### config.mk
export PLATFORM = sky130hd
export DESIGN_NAME = lifo_stack_with_key_purge
export DESIGN_NICKNAME = d
export VERILOG_FILES = /design/src/sv/lsp_pkg.sv /design/src/sv/lsp_ram.sv /design/src/sv/lsp_datapath.sv /design/src/sv/lsp_ctrl.sv /design/src/sv/lifo_stack_with_key_purge.sv
export SDC_FILE = /design/constraint.sdc
export NUM_CORES = 1
export LEC_CHECK = 0
export BUFFER_PORTS_ARGS = -buffer_cell sky130_fd_sc_hd__buf_4
export CAP_MARGIN = 0
export CORE_MARGIN = 2
export CORE_UTILIZATION = 45
export CTS_CLUSTER_SIZE = 10
export DETAILED_ROUTE_END_ITERATION = 8
export PLACE_DENSITY = 0.61
export SLEW_MARGIN = 20
export SYNTH_ARGS = -nofsm -noshare
export SYNTH_HDL_FRONTEND = slang
export SYNTH_SLANG_ARGS = --single-unit
### constraint.sdc
create_clock -name aclk -period 4 [get_ports aclk]
set_input_delay 0.2 -clock aclk [delete_from_list [all_inputs] [get_ports aclk]]
set_output_delay 0.2 -clock aclk [all_outputs]
set_load 0.01 [all_outputs]
### src/sv/lsp_pkg.sv
// ----------------------------------------------------------------------------
// lsp_pkg
// Shared constants, operation and status codes, and the command and status
// bundles that pass between the controller and the datapath of the stack.
// ----------------------------------------------------------------------------
package lsp_pkg;

    localparam int DEPTH_DEFAULT = 16;

    localparam int OP_W      = 2;
    localparam int KEY_W     = 32;
    localparam int ST_W      = 2;
    localparam int CNT_OUT_W = 5;

    // Input transfer: operation, key, padded to whole bytes.
    localparam int S_TDATA_W = 40;
    // Result transfer: status, popped_key, removed_count, occupancy, padded.
    localparam int M_TDATA_W = 48;
    localparam int M_USED_W  = ST_W + KEY_W + CNT_OUT_W + CNT_OUT_W;

    localparam logic [OP_W-1:0] OP_PUSH  = 2'd0;
    localparam logic [OP_W-1:0] OP_POP   = 2'd1;
    localparam logic [OP_W-1:0] OP_PURGE = 2'd2;

    localparam logic [ST_W-1:0] ST_DONE  = 2'd0;
    localparam logic [ST_W-1:0] ST_EMPTY = 2'd1;
    localparam logic [ST_W-1:0] ST_FULL  = 2'd2;

    typedef struct packed {
        logic            load_in;     // capture the accepted input transfer
        logic            push;        // write key on top, count up
        logic            pop_read;    // count down, read the old top
        logic            pop_take;    // capture the read top as popped key
        logic            scan_start;  // clear purge read and write pointers
        logic            scan_read;   // read the entry at the purge read pointer
        logic            scan_finish; // commit the compacted count
        logic            set_status;  // load the result status code
        logic [ST_W-1:0] status;
        logic            load_out;    // move the result into the output register
    } lsp_cmd_t;

    typedef struct packed {
        logic [OP_W-1:0] op;
        logic            full;
        logic            empty;
        logic            scan_done;
        logic            out_free;
    } lsp_sts_t;

endpackage

### src/sv/lsp_ram.sv
// ----------------------------------------------------------------------------
// lsp_ram
// Generic simple dual-port RAM: one write port, one read port with a
// registered read data output.
// ----------------------------------------------------------------------------
module lsp_ram #(
    parameter int WIDTH  = 32,
    parameter int DEPTH  = 16,
    parameter int ADDR_W = (DEPTH > 1) ? $clog2(DEPTH) : 1
) (
    input  logic              aclk,
    input  logic              we,
    input  logic [ADDR_W-1:0] waddr,
    input  logic [WIDTH-1:0]  wdata,
    input  logic [ADDR_W-1:0] raddr,
    output logic [WIDTH-1:0]  rdata
);

    logic [WIDTH-1:0] mem [DEPTH];

    always_ff @(posedge aclk) begin
        if (we) begin
            mem[waddr] <= wdata;
        end
        rdata <= mem[raddr];
    end

endmodule

### src/sv/lsp_datapath.sv
// ----------------------------------------------------------------------------
// lsp_datapath
// Key store, entry count, purge pointers and result registers. Carries out
// the commands of the controller and reports the conditions it branches on.
// ----------------------------------------------------------------------------
module lsp_datapath #(
    parameter int DEPTH = lsp_pkg::DEPTH_DEFAULT
) (
    input  logic                          aclk,
    input  logic                          aresetn,
    input  logic [lsp_pkg::S_TDATA_W-1:0] s_tdata,
    input  lsp_pkg::lsp_cmd_t             cmd,
    output lsp_pkg::lsp_sts_t             sts,
    output logic                          m_tvalid,
    input  logic                          m_tready,
    output logic [lsp_pkg::M_TDATA_W-1:0] m_tdata
);

    localparam int CNT_W  = $clog2(DEPTH + 1);
    localparam int ADDR_W = (DEPTH > 1) ? $clog2(DEPTH) : 1;
    localparam int PAD_W  = lsp_pkg::M_TDATA_W - lsp_pkg::M_USED_W;

    logic [lsp_pkg::OP_W-1:0]      op_reg;
    logic signed [lsp_pkg::KEY_W-1:0] key_reg;
    logic [CNT_W-1:0]              count_reg;
    logic [CNT_W-1:0]              rd_reg;
    logic [CNT_W-1:0]              wr_reg;
    logic                          pend_reg;
    logic [lsp_pkg::ST_W-1:0]      res_status_reg;
    logic [lsp_pkg::KEY_W-1:0]     res_popped_reg;
    logic [lsp_pkg::CNT_OUT_W-1:0] res_removed_reg;
    logic                          m_tvalid_reg;
    logic [lsp_pkg::M_TDATA_W-1:0] m_tdata_reg;

    logic [CNT_W-1:0]              pop_idx;
    logic [CNT_W-1:0]              purged;
    logic [ADDR_W-1:0]             raddr;
    logic [ADDR_W-1:0]             waddr;
    logic [lsp_pkg::KEY_W-1:0]     wdata;
    logic [lsp_pkg::KEY_W-1:0]     rd_data;
    logic                          keep;
    logic                          we;
    logic [lsp_pkg::CNT_OUT_W-1:0] occ_out;

    assign pop_idx = count_reg - CNT_W'(1);
    assign purged  = count_reg - wr_reg;
    assign raddr   = cmd.pop_read ? pop_idx[ADDR_W-1:0] : rd_reg[ADDR_W-1:0];

    // An entry read during a purge in the previous cycle is kept when it differs
    // from the key; it moves down to the write pointer, which never passes
    // the read pointer.
    assign keep  = pend_reg && (rd_data != key_reg);
    assign we    = cmd.push || keep;
    assign waddr = cmd.push ? count_reg[ADDR_W-1:0] : wr_reg[ADDR_W-1:0];
    assign wdata = cmd.push ? key_reg : rd_data;

    assign occ_out = lsp_pkg::CNT_OUT_W'(count_reg);

    lsp_ram #(
        .WIDTH (lsp_pkg::KEY_W),
        .DEPTH (DEPTH),
        .ADDR_W(ADDR_W)
    ) u_store (
        .aclk (aclk),
        .we   (we),
        .waddr(waddr),
        .wdata(wdata),
        .raddr(raddr),
        .rdata(rd_data)
    );

    always_ff @(posedge aclk) begin
        if (!aresetn) begin
            count_reg    <= '0;
            pend_reg     <= 1'b0;
            m_tvalid_reg <= 1'b0;
        end else begin
            pend_reg <= cmd.scan_read;
            if (cmd.push) begin
                count_reg <= count_reg + CNT_W'(1);
            end else if (cmd.pop_read) begin
                count_reg <= pop_idx;
            end else if (cmd.scan_finish) begin
                count_reg <= wr_reg;
            end
            if (cmd.load_out) begin
                m_tvalid_reg <= 1'b1;
            end else if (m_tready) begin
                m_tvalid_reg <= 1'b0;
            end
        end
    end

    always_ff @(posedge aclk) begin
        if (cmd.load_in) begin
            op_reg          <= s_tdata[lsp_pkg::OP_W-1:0];
            key_reg         <= s_tdata[lsp_pkg::OP_W +: lsp_pkg::KEY_W];
            res_status_reg  <= lsp_pkg::ST_DONE;
            res_popped_reg  <= '0;
            res_removed_reg <= '0;
        end
        if (cmd.set_status) begin
            res_status_reg <= cmd.status;
        end
        if (cmd.pop_take) begin
            res_popped_reg <= rd_data;
        end
        if (cmd.scan_start) begin
            rd_reg <= '0;
            wr_reg <= '0;
        end
        if (cmd.scan_read) begin
            rd_reg <= rd_reg + CNT_W'(1);
        end
        if (keep) begin
            wr_reg <= wr_reg + CNT_W'(1);
        end
        if (cmd.scan_finish) begin
            res_removed_reg <= lsp_pkg::CNT_OUT_W'(purged);
        end
        if (cmd.load_out) begin
            m_tdata_reg <= {{PAD_W{1'b0}}, occ_out, res_removed_reg,
                            res_popped_reg, res_status_reg};
        end
    end

    assign sts.op        = op_reg;
    assign sts.full      = (count_reg == CNT_W'(DEPTH));
    assign sts.empty     = (count_reg == '0);
    assign sts.scan_done = (rd_reg == count_reg);
    assign sts.out_free  = !m_tvalid_reg || m_tready;

    assign m_tvalid = m_tvalid_reg;
    assign m_tdata  = m_tdata_reg;

endmodule

### src/sv/lsp_ctrl.sv
// ----------------------------------------------------------------------------
// lsp_ctrl
// Controller of the stack: takes one transfer at a time, sequences push,
// pop and the purge scan over the datapath, and hands the result on.
// ----------------------------------------------------------------------------
module lsp_ctrl (
    input  logic              aclk,
    input  logic              aresetn,
    input  logic              s_tvalid,
    output logic              s_tready,
    input  lsp_pkg::lsp_sts_t sts,
    output lsp_pkg::lsp_cmd_t cmd
);

    typedef enum logic [2:0] {
        S_IDLE,
        S_DECODE,
        S_POP_TAKE,
        S_SCAN,
        S_SCAN_END,
        S_RESP
    } state_t;

    state_t state_reg;
    state_t state_next;

    always_comb begin
        cmd        = '0;
        cmd.status = lsp_pkg::ST_DONE;
        state_next = state_reg;
        unique case (state_reg)
            S_IDLE: begin
                if (s_tvalid) begin
                    cmd.load_in = 1'b1;
                    state_next  = S_DECODE;
                end
            end
            S_DECODE: begin
                state_next = S_RESP;
                unique case (sts.op)
                    lsp_pkg::OP_PUSH: begin
                        if (sts.full) begin
                            cmd.set_status = 1'b1;
                            cmd.status     = lsp_pkg::ST_FULL;
                        end else begin
                            cmd.push = 1'b1;
                        end
                    end
                    lsp_pkg::OP_POP: begin
                        if (sts.empty) begin
                            cmd.set_status = 1'b1;
                            cmd.status     = lsp_pkg::ST_EMPTY;
                        end else begin
                            cmd.pop_read = 1'b1;
                            state_next   = S_POP_TAKE;
                        end
                    end
                    lsp_pkg::OP_PURGE: begin
                        if (sts.empty) begin
                            cmd.set_status = 1'b1;
                            cmd.status     = lsp_pkg::ST_EMPTY;
                        end else begin
                            cmd.scan_start = 1'b1;
                            state_next     = S_SCAN;
                        end
                    end
                    default: begin
                        // The unused operation code leaves the store alone.
                    end
                endcase
            end
            S_POP_TAKE: begin
                cmd.pop_take = 1'b1;
                state_next   = S_RESP;
            end
            S_SCAN: begin
                // The last entry read is compared and written in the cycle
                // that sees the read pointer reach the count.
                if (sts.scan_done) begin
                    state_next = S_SCAN_END;
                end else begin
                    cmd.scan_read = 1'b1;
                end
            end
            S_SCAN_END: begin
                cmd.scan_finish = 1'b1;
                state_next      = S_RESP;
            end
            S_RESP: begin
                if (sts.out_free) begin
                    cmd.load_out = 1'b1;
                    state_next   = S_IDLE;
                end
            end
            default: begin
                state_next = S_IDLE;
            end
        endcase
    end

    always_ff @(posedge aclk) begin
        if (!aresetn) begin
            state_reg <= S_IDLE;
        end else begin
            state_reg <= state_next;
        end
    end

    assign s_tready = (state_reg == S_IDLE);

endmodule

### src/sv/lifo_stack_with_key_purge.sv
// ----------------------------------------------------------------------------
// lifo_stack_with_key_purge
// Bounded last-in-first-out store of signed 32-bit keys with push, pop and
// a purge that removes every entry equal to a key.
// ----------------------------------------------------------------------------
// The block works on one transfer at a time. After acceptance, push and the
// short cases (full, empty, unused code) go from decode to the result state;
// pop adds a step that takes the read top, and purge adds a scan and a scan
// end step, the scan walking the key store through its single read port one
// entry per cycle while writing kept entries down in order. A new input
// transfer is taken as soon as the previous result sits in the output
// register, even if it has not been taken yet. The key store has no reset;
// the entry count is cleared, and only entries below it are ever read.
// ----------------------------------------------------------------------------
module lifo_stack_with_key_purge #(
    parameter int DEPTH = lsp_pkg::DEPTH_DEFAULT
) (
    input  logic                          aclk,
    input  logic                          aresetn,
    input  logic                          s_tvalid,
    output logic                          s_tready,
    // [1:0] operation, [33:2] key, [39:34] zero
    input  logic [lsp_pkg::S_TDATA_W-1:0] s_tdata,
    output logic                          m_tvalid,
    input  logic                          m_tready,
    // [1:0] status, [33:2] popped_key, [38:34] removed_count,
    // [43:39] occupancy, [47:44] zero
    output logic [lsp_pkg::M_TDATA_W-1:0] m_tdata
);

    lsp_pkg::lsp_cmd_t cmd;
    lsp_pkg::lsp_sts_t sts;

    lsp_ctrl u_ctrl (
        .aclk    (aclk),
        .aresetn (aresetn),
        .s_tvalid(s_tvalid),
        .s_tready(s_tready),
        .sts     (sts),
        .cmd     (cmd)
    );

    lsp_datapath #(
        .DEPTH(DEPTH)
    ) u_datapath (
        .aclk    (aclk),
        .aresetn (aresetn),
        .s_tdata (s_tdata),
        .cmd     (cmd),
        .sts     (sts),
        .m_tvalid(m_tvalid),
        .m_tready(m_tready),
        .m_tdata (m_tdata)
    );

`ifndef SYNTHESIS
    // A push is never issued into a full store.
    assert property (@(posedge aclk) disable iff (!aresetn)
        cmd.push |-> !sts.full)
        else $error("push issued while store full");

    // A result never overwrites one that is still waiting to be taken.
    assert property (@(posedge aclk) disable iff (!aresetn)
        cmd.load_out |-> (!m_tvalid || m_tready))
        else $error("result register overwritten");

    // Only one item is in work at a time.
    assert property (@(posedge aclk) disable iff (!aresetn)
        (s_tvalid && s_tready) |=> !s_tready)
        else $error("second transfer accepted while busy");

    // A purge scan is only started on a store that holds entries.
    assert property (@(posedge aclk) disable iff (!aresetn)
        cmd.scan_start |-> !sts.empty)
        else $error("purge scan started on empty store");
`endif

endmodule

==> run summary <==
## Logic synthesis
• edfxtp_1 — most frequently used flop master after synthesis
• 63 — count of cell types in the netlist
• 0 — Syn. warnings
• 0.0308 sq mm — summed instance area of the synthesized netlist
• 2,426 — Post-Synthesis Cells
• 639 — Post-synth EDFFs
• 0 — fraction of registers with async set/reset
• 12.7 sq um — average instance area after synthesis
• 681 — synthesized flop and latch total
• 0.650 — post-synthesis sequential area ratio

## Status
• completed — status

## Final layout
• 0.121 — share of layout cells above drive strength 1
• 14.8% — Area growth, synth to finish
• 2,549 — Post-layout nets
• 512 — max reg flops
• 3,427 — Finished Layout Cells
• 0 — count of inserted antenna diode cells

## STA
• 0.0265 ns — Max Clock Skew
• 0.297 GHz — top achievable clock speed
• no — setup repair after global routing missed its margin
• 1.16 ns — transition time at the pin with the least slew margin
• 3.37 ns — post-layout min period
• 0 — Final setup violation count
• 0 — final-report hold violation count
• 0.842 — crit share post-route
• 0.222 — Slew headroom
• 0 ns — final sum of negative setup slack
• 0 — number of slew-limit violations in the final report

## Clock network
• 80 — total clock buffers created by CTS
• 3 — total number of H-tree levels
• yes — TritonCTS clock tree
• 681 — CTS Sinks
• 0.63 ns — clock latency at the later pin of the worst-skew pair
• clkbuf_16 — root buf cell
• 3 — number of buffers on the longest clock path
• 0.06 ns — clock slew at the register clock pins of the worst setup and hold paths

## Detailed routing
• 6.45 — Vias/cell
• 92,800 um — WL final
• 0 — Post-route DRC
• 6 — Detailed Routing Iterations Pass 1
• 2,831 — starting DRC count in detailed routing
• 22,121 — via count
• 0 — antenna violation net count after detailed routing
• 27.1 um — DR WL/cell

## Placement
• 83 — input/output buffers
• 52,600 um — half-perimeter wire length after placement
• 3,244 — post-placement cell count
• 0.837 — GPL Wtd Cong

## Worst hold path
• primary input to flip-flop — Hold Path Class
• 2 — count of cells along the worst hold path

## Global routing
• 1 — antenna violations before repair
• 0 — final global-route overflow total
• 152 — pin count of the biggest net entering global routing
• 0.260 — GRT Overall Usage
• 21,181 — via count of the first global-routing pass
• 137,000 um — first-pass GRT wire length

## Setup path
• 4.31 ns — Required @ worst endpoint
• 9 — depth of the most critical reg-to-reg path
• 3.68 ns — arrival time worst endpoint
• flip-flop to flip-flop — critical path type
• 23 — maximum net fanout on the critical path
• flip-flop — crit end category
• flip-flop — Critical Path Source Type

## Pwr
• 0.337 mV — Worst VDD drop
• 0.0116 uW — total leakage power
• 534 mW/mm^2 — cell area power density

## Floorplanning
• 0.0706 sq mm — die footprint
• 0.0675 sq mm — area of the placeable core
• 266 um — die boundary width
• 266 um — Die Y
• 94 — number of ports placed on the die boundary
• 95 — standard-cell rows
• 0.456 — Starting Density

## Flow run
• 0 — reported max-cap violation count

## synth_stat cells (21+ instances only)
cell type | count | share of area
nand2_1 | 350 | 0.043
a31o_1 | 43 | 0.012
dfxtp_1 | 42 | 0.027
xnor2_1 | 41 | 0.012
a221oi_1 | 46 | 0.013
nand3_1 | 63 | 0.010
o22a_1 | 21 | 0.0060
and2_1 | 71 | 0.014
a2111oi_0 | 95 | 0.027
a221o_1 | 42 | 0.014
nor2_1 | 45 | 0.0055
a21oi_1 | 161 | 0.026
nor4_1 | 33 | 0.0067
nand4_1 | 51 | 0.010
clkbuf_1 | 160 | 0.019
buf_2 | 34 | 0.0055
o21ai_0 | 26 | 0.0042
a31oi_1 | 105 | 0.021
edfxtp_1 | 639 | 0.62
o22ai_1 | 23 | 0.0047
mux2i_1 | 130 | 0.042
a32oi_1 | 26 | 0.0074
## cells in the final DEF (no fill, tap or decap), types with 27 or more instances in the layout
cell type / netlist / routed
nand3_1: 63 / 62
a221oi_1: 46 / 46
nand2_1: 350 / 350
xnor2_1: 41 / 41
clkbuf_1: 160 / 53
nand4_1: 51 / 51
a21oi_1: 161 / 161
dfxtp_1: 42 / 41
nor2_1: 45 / 27
a31o_1: 43 / 43
buf_4: 10 / 159
a221o_1: 42 / 42
a31oi_1: 105 / 105
a2111oi_0: 95 / 95
and2_1: 71 / 71
mux2i_1: 130 / 129
edfxtp_1: 639 / 639
dlygate4sd3_1: 0 / 37
nor4_1: 33 / 33
clkbuf_16: 0 / 80
## path summary, 6_finish.rpt
check / start / to / slack [ns]
max: u_datapath.key_reg[4]$_DFFE_PP_ / u_datapath.u_store.mem[5][9]$_DFFE_PP_ / 0.63
min reg2reg: u_datapath.res_popped_reg[21]$_SDFFCE_PN0P_ / u_datapath.m_tdata[23]$_DFFE_PP_ / 0.41
min: s_tdata[23] / u_datapath.key_reg[21]$_DFFE_PP_ / 0.29
max reg2reg: u_datapath.key_reg[4]$_DFFE_PP_ / u_datapath.u_store.mem[5][9]$_DFFE_PP_ / 0.63
## per-stage QoR
| step | setup WS [ns] | cell area (sq um) | hold WS, ns | total power [uW] | util |
|---|---|---|---|---|---|
| after floorplan | -0.310 | 30800 | 0.299 | 11000 | - |
| after global placement | 0.659 | 32600 | 0.380 | 12200 | 0.483 |
| after detailed placement | 0.658 | 32600 | 0.380 | 12300 | 0.483 |
| after CTS | 0.600 | 35300 | 0.261 | 18900 | 0.523 |
| after global routing | 0.522 | 35400 | 0.279 | 19500 | 0.524 |
| final | 0.630 | 35400 | 0.289 | 18900 | 0.524 |
## layout make-up
| type | count | area [sq um] |
|---|---|---|
| Fill cell | 5614 | 32200 |
| Timing Repair Buffer | 212 | 1890 |
| Inverter | 14 | 56.3 |
| Clock buffer | 134 | 2210 |
| Tap cell | 873 | 1090 |
| Multi-Input combinational cell | 1503 | 9960 |
| Sequential cell | 681 | 20000 |
| Clock inverter | 10 | 105 |
## layer usage
| metal | vias up | GRT usage | part of all wire |
|---|---|---|---|
| met5 | - | 0 | 0 |
| met1 | 10999 | 0.352 | 0.40 |
| met3 | 201 | 0.0409 | 0.091 |
| li1 | 9662 | - | - |
| met4 | 0 | 0.108 | 0.037 |
| met2 | 1259 | 0.419 | 0.47 |
## cell families after synthesis
group	Yosys count	share of synthesized area
xor gates and xnor gates	50	0.0142
AOI/OAI and AO/OA	627	0.147
other	1	0.000122
adders and majority gates	13	0.00552
muxes	132	0.0430
DFF	681	0.650
buffers and inverters	245	0.0347
and+or+nand+nor	677	0.106
## worst max-delay path: stages (launching register included)
cell and delay [ns]:
edfxtp_1 0.40, xnor2_1 0.19, nand4_1 0.23, nor4_1 0.16
buf_4 0.18, a21oi_1 0.29, a31oi_1 0.16, buf_4 0.20
nor2_4 0.84, buf_4 0.38
## report_power, final
part           internal [uW]  switching [uW]  total [uW]
combinational           1050            2600        3650
sequential              8430             181        8610
clock                   3780            2850        6630
total                  13300            5620       18900
## repair_timing
item                                   4_1_cts  5_1_grt
hold buffers                                37        0
endpoints found under the hold margin       43        0
setup endpoints to repair                    0        0
gates resized for setup                      0        0
setup buffers                                0        0
Power figures use the tool's default switching activity.
